File: src/rtl/dhlt_pkg.sv
// Shared types, constants and arithmetic helpers for the DH link transform.
`timescale 1ns / 1ps
`default_nettype none
package dhlt_pkg;

    typedef logic signed [33:0] t_cord;

    localparam int unsigned ATAN_ENTRIES = 30;
    localparam logic [29:0] RAD_TO_BAM = 30'd683565276;
    localparam t_cord CORDIC_GAIN_Q30 = 34'sd652032874;

    // register indexes
    localparam logic [2:0] REG_LINK_LENGTH = 3'd0;
    localparam logic [2:0] REG_LINK_TWIST  = 3'd1;
    localparam logic [2:0] REG_LINK_OFFS_D = 3'd2;
    localparam logic [2:0] REG_JOINT_ANGLE = 3'd3;
    localparam logic [2:0] REG_FREE_OFFSET = 3'd4;
    localparam logic [2:0] REG_CONVENTION  = 3'd5;
    localparam logic [2:0] REG_FREE_SELECT = 3'd6;

    // free parameter codes
    localparam logic [2:0] FREE_NONE  = 3'd0;
    localparam logic [2:0] FREE_R     = 3'd1;
    localparam logic [2:0] FREE_ALPHA = 3'd2;
    localparam logic [2:0] FREE_D     = 3'd3;
    localparam logic [2:0] FREE_THETA = 3'd4;

    localparam logic CONV_CLASSIC  = 1'b0;
    localparam logic CONV_MODIFIED = 1'b1;

    // arctangent of 2^-i in binary angle units
    function automatic t_cord atan_bam(input logic [4:0] idx);
        logic [31:0] v;
        case (idx)
            5'd0:  v = 32'd536870912;
            5'd1:  v = 32'd316933406;
            5'd2:  v = 32'd167458907;
            5'd3:  v = 32'd85004756;
            5'd4:  v = 32'd42667331;
            5'd5:  v = 32'd21354465;
            5'd6:  v = 32'd10679838;
            5'd7:  v = 32'd5340245;
            5'd8:  v = 32'd2670163;
            5'd9:  v = 32'd1335087;
            5'd10: v = 32'd667544;
            5'd11: v = 32'd333772;
            5'd12: v = 32'd166886;
            5'd13: v = 32'd83443;
            5'd14: v = 32'd41722;
            5'd15: v = 32'd20861;
            5'd16: v = 32'd10430;
            5'd17: v = 32'd5215;
            5'd18: v = 32'd2608;
            5'd19: v = 32'd1304;
            5'd20: v = 32'd652;
            5'd21: v = 32'd326;
            5'd22: v = 32'd163;
            5'd23: v = 32'd81;
            5'd24: v = 32'd41;
            5'd25: v = 32'd20;
            5'd26: v = 32'd10;
            5'd27: v = 32'd5;
            5'd28: v = 32'd3;
            5'd29: v = 32'd1;
            default: v = 32'd0;
        endcase
        return t_cord'({2'b00, v});
    endfunction

    // Q2.30 CORDIC output to Q16 with rounding, clamp and quadrant sign
    function automatic logic signed [17:0] cord_q16(input t_cord v, input logic flip);
        t_cord t;
        logic signed [17:0] c;
        t = (v + 34'sd8192) >>> 14;
        if (t > 34'sd65536)
            c = 18'sd65536;
        else if (t < -34'sd65536)
            c = -18'sd65536;
        else
            c = t[17:0];
        return flip ? -c : c;
    endfunction

    // Q16 product back to Q16, floor of (p + half) / 2^16
    function automatic logic signed [36:0] mul_rnd(input logic signed [50:0] p);
        logic signed [50:0] t;
        t = (p + 51'sd32768) >>> 16;
        return t[36:0];
    endfunction

    function automatic logic signed [17:0] sat_rot(input logic signed [36:0] v);
        if (v > 37'sd65536)
            return 18'sd65536;
        else if (v < -37'sd65536)
            return -18'sd65536;
        return v[17:0];
    endfunction

    function automatic logic signed [31:0] sat_tr(input logic signed [36:0] v);
        if (v > 37'sd2147483647)
            return 32'sh7FFFFFFF;
        else if (v < -37'sd2147483648)
            return 32'sh80000000;
        return v[31:0];
    endfunction

endpackage
`default_nettype wire

File: src/rtl/dhlt_cordic.sv
// Unrolled rotation-mode CORDIC, one iteration per register stage.
`timescale 1ns / 1ps
`default_nettype none
module dhlt_cordic #(
    parameter int STEPS = 16
) (
    input  wire                  i_clk,
    input  wire  [STEPS-1:0]     i_en,
    input  wire dhlt_pkg::t_cord i_z,
    input  wire                  i_flip,
    output dhlt_pkg::t_cord      o_x,
    output dhlt_pkg::t_cord      o_y,
    output logic                 o_flip
);

    dhlt_pkg::t_cord r_x [STEPS];
    dhlt_pkg::t_cord r_y [STEPS];
    dhlt_pkg::t_cord r_z [STEPS];
    logic            r_f [STEPS];

    genvar i;
    generate
        for (i = 0; i < STEPS; i++) begin : g_it
            dhlt_pkg::t_cord w_x, w_y, w_z;
            logic            w_f;
            if (i == 0) begin : g_first
                assign w_x = dhlt_pkg::CORDIC_GAIN_Q30;
                assign w_y = '0;
                assign w_z = i_z;
                assign w_f = i_flip;
            end else begin : g_rest
                assign w_x = r_x[i-1];
                assign w_y = r_y[i-1];
                assign w_z = r_z[i-1];
                assign w_f = r_f[i-1];
            end
            always_ff @(posedge i_clk) begin
                if (i_en[i]) begin
                    if (w_z >= 0) begin
                        r_x[i] <= w_x - (w_y >>> i);
                        r_y[i] <= w_y + (w_x >>> i);
                        r_z[i] <= w_z - dhlt_pkg::atan_bam(5'(i));
                    end else begin
                        r_x[i] <= w_x + (w_y >>> i);
                        r_y[i] <= w_y - (w_x >>> i);
                        r_z[i] <= w_z + dhlt_pkg::atan_bam(5'(i));
                    end
                    r_f[i] <= w_f;
                end
            end
        end
    endgenerate

    assign o_x    = r_x[STEPS-1];
    assign o_y    = r_y[STEPS-1];
    assign o_flip = r_f[STEPS-1];

endmodule
`default_nettype wire

File: config.mk
export PLATFORM = sky130hd
export DESIGN_NAME = dhlt_cordic
export DESIGN_NICKNAME = d
export VERILOG_FILES = /design/src/rtl/dhlt_pkg.sv /design/src/rtl/dhlt_cordic.sv
export SDC_FILE = /design/constraint.sdc
export NUM_CORES = 2
export LEC_CHECK = 0
export BUFFER_PORTS_ARGS = -buffer_cell sky130_fd_sc_hd__clkbuf_2
export CORE_ASPECT_RATIO = 1.1
export CORE_MARGIN = 10
export CORE_UTILIZATION = 40
export DETAILED_ROUTE_END_ITERATION = 7
export PLACE_DENSITY = 0.57
export SETUP_SLACK_MARGIN = 0.15
export SYNTH_ARGS = -nofsm -noshare
export SYNTH_HDL_FRONTEND = slang
export SYNTH_SLANG_ARGS = --single-unit
File: constraint.sdc
create_clock -name i_clk -period 5.7 [get_ports i_clk]
set_input_delay 0.57 -clock i_clk [delete_from_list [all_inputs] [get_ports i_clk]]
set_output_delay 0.57 -clock i_clk [all_outputs]
set_load 0.005 [all_outputs]
==> flow_summary.ini <==
[worst_setup_path]
slowest_delay_ps = 570
crit_buf_inv = 0
end_kind = flop
worstPathArrival_ps = 5860
slowest_stage = or4_1
critical_path_required_ps = 6290
path_max_fanout = 5
path_cells = or4_1 -> or3_1 -> or2_2 -> nor3_1 -> nor2_1 -> xor2_1 -> ha_1 -> a21o_1 -> o21a_1 -> a311oi_1 -> nand3b_1 -> o211ai_1 -> o31a_1 -> nor2_1 -> a211oi_1 -> a41o_1 -> o41ai_1 -> xnor2_1
cp_common_cell = nor2_1
critPathKind = flop to flop
crit_family = compound AO/OA/AOI/OAI gates
worstSetupStartpointType = flop

[clock_tree]
clk_pin_slew_ps = 60
htreeDepth = 4
cts-root-buf = clkbuf_16
clock_path_buffers = 4
cts_sinks = 1487
cts_buffers = 185
cts_tree = done
clock_latency_ps = 880

[logic_synthesis]
synth_area_leaders = edfxtp_1, ha_1, xnor2_1, a21oi_1, xor2_1
synth_top_area_cell = edfxtp_1
yosysMostFrequentCell = edfxtp_1
synth_top_area_frac = 0.351
synth_area_um2 = 127000
ys.flop_type = edfxtp_1
synthDistinctLibCells = 113
syn-num-nets = 14916
ys_seq_area_frac = 0.351
avgSynthCellArea_um2 = 9.39
synthArstFlopShare = 0
synth-edff-count = 1487
ys_seq_elements = 1487
synth_warnings = 0
netlist_instances = 13539
ys_top_cells_by_count = edfxtp_1, a21oi_1, xnor2_1, ha_1, nor2_1

[routing]
drt-wirelength-per-cell_um = 18.8
ant_nets = 0
dr.first_iter.drc_count = 6874
routed_wirelength_um = 338000
drc = 0
dr.pass1.iters = 6
routed_via_density = 5.54
vias = 99622

[placed_design]
placed_cells = 17606
io_buffers = 120
pre_cts_slack_ps = 484
gp_congestion = 0.900
dp_hpwl_um = 270000

[grt]
antenna_found_initial = 6
grt_usage = 0.191
grt_pass1_wl_um = 535000
grt_pass1_vias = 95649
grt_overflow = 0
grt_max_degree = 115

[die]
dieHeight_um = 611
dieWidth_um = 558
dieArea_um2 = 341000
core_area_um2 = 317000
ios = 121
start_util = 0.401
placementRows = 217

[worst_hold_path]
hold_class = input pin to flop

[timing]
setup_tns_ps = 0
fin_crit_sh = 0.925
fin_skew_ps = 67.4
tightest_slew_ps = 951
finalSetupViolations = 0
hold_viol = 0
period_minus_slack_ps = 5270
worst_slack_ps = 428
fmax_mhz = 190
finalMaxSlewViolations = 0
maxSlewHeadroom = 0.362
rsz0062_at_grt = true

[final_layout]
fin_util = 0.439
multi_input_area_um2 = 78900
finalNonFillerCells = 17973
ff_latch_area_um2 = 44700
final_nets = 15041
syn_to_final_growth_pct = 9.58
n_fill_cell = 30839
drive_above_1_share = 0.0553

[flow_run]
drv_cap = 0

[outcome]
status = finished, final reports clean
-- placed cells by master, fill, tap and decap left out, types with 40 or more instances in the layout --
cell       count
a211oi_1     107
a21boi_0      55
a21o_1       636
a21oi_1     1338
a31o_2        42
a31oi_1      142
and2_1        73
and3_1       137
buf_4        161
clkbuf_16    187
clkbuf_2     105
edfxtp_1    1487
fa_1          40
ha_1        1285
inv_1        594
mux2_2        61
mux2i_1       56
nand2_1      814
nand2b_1     219
nand3_1      261
nand4_1       99
nor2_1      1014
nor2b_1      178
nor3_1       290
nor3b_1       45
nor4_1        70
o211ai_1      62
o21a_1       179
o21ai_0      719
o21ai_1       80
o21bai_1     150
o22ai_1       48
o31ai_1      143
o41ai_1       52
or2_2         41
or3_1        131
or4_1         41
xnor2_1     1315
xor2_1       596
-- metal layers --
layer | wire [µm] | track usage
met1 | 151000 | 0.247
met2 | 165000 | 0.335
met3 | 11400 | 0.0194
met4 | 11000 | 0.0561
met5 | 13 | 0
-- worst paths after layout --
kind	from	end	slack (ps)	cells past startpoint
worst max register to register	r_y[1][224]	r_x[1][268]	430	18
worst min register to register	r_f[1][2]	r_f[1][3]	410	0
worst max-delay path	r_y[1][224]	r_x[1][268]	430	18
worst min-delay path	i_z[30]	r_z[0][30]	150	2
-- cell type report --
type / count / area share
Antenna cell: 3 / 0.0000539
Clock buffer: 203 / 0.0340
Clock inverter: 129 / 0.0106
Inverter: 606 / 0.0163
Multi-Input combinational cell: 11084 / 0.566
Sequential cell: 1487 / 0.320
Tap cell: 4161 / 0.0374
Timing Repair Buffer: 300 / 0.0149
-- worst reg2reg max path, delay by kind of cell (launching register included) --
kind | cells | cell delay (ps)
DFF | 1 | 460
adders and majority gates | 1 | 340
AOI/OAI and AO/OA | 8 | 2010
xor gates and xnor gates | 2 | 270
and+or+nand+nor | 7 | 1910
-- logic make-up (layout without fill, tap and decap cells) --
kind of cell    Yosys count  count (layout)  share of synthesized area
compound gates         4174            4174                      0.209
simple gates           3537            3537                      0.135
xor+xnor               1912            1912                      0.132
flops                  1487            1487                      0.351
fa+ha+maj              1344            1344                      0.134
buf+inv                 968            1238                     0.0288
mux                     117             117                    0.00981
other cells               0               3                          0
-- through the flow --
stage	cell area, µm²	hold WS (ps)
after floorplan	127000	400
after global placement	133000	403
after detailed placement	133000	406
after CTS	139000	45.9
after global routing	139000	117
final	139000	153
-- registers in the layout, indices dropped and copies added (netlist names) --
register	flops
r_y	511
r_x	484
r_z	476
r_f	16
-- what timing repair did --
| action | 4_1_cts | 5_1_grt |
|---|---|---|
| hold buffers | 32 | 0 |
| gates resized for setup | 0 | 5 |
| endpoints found under the setup margin | 0 | 7 |
| buffers inserted | 0 | 0 |
| hold endpoints to repair | 34 | 0 |
Power is not shown: default switching activity piles up to over one toggle a cycle in this logic, so the estimate is an artifact.
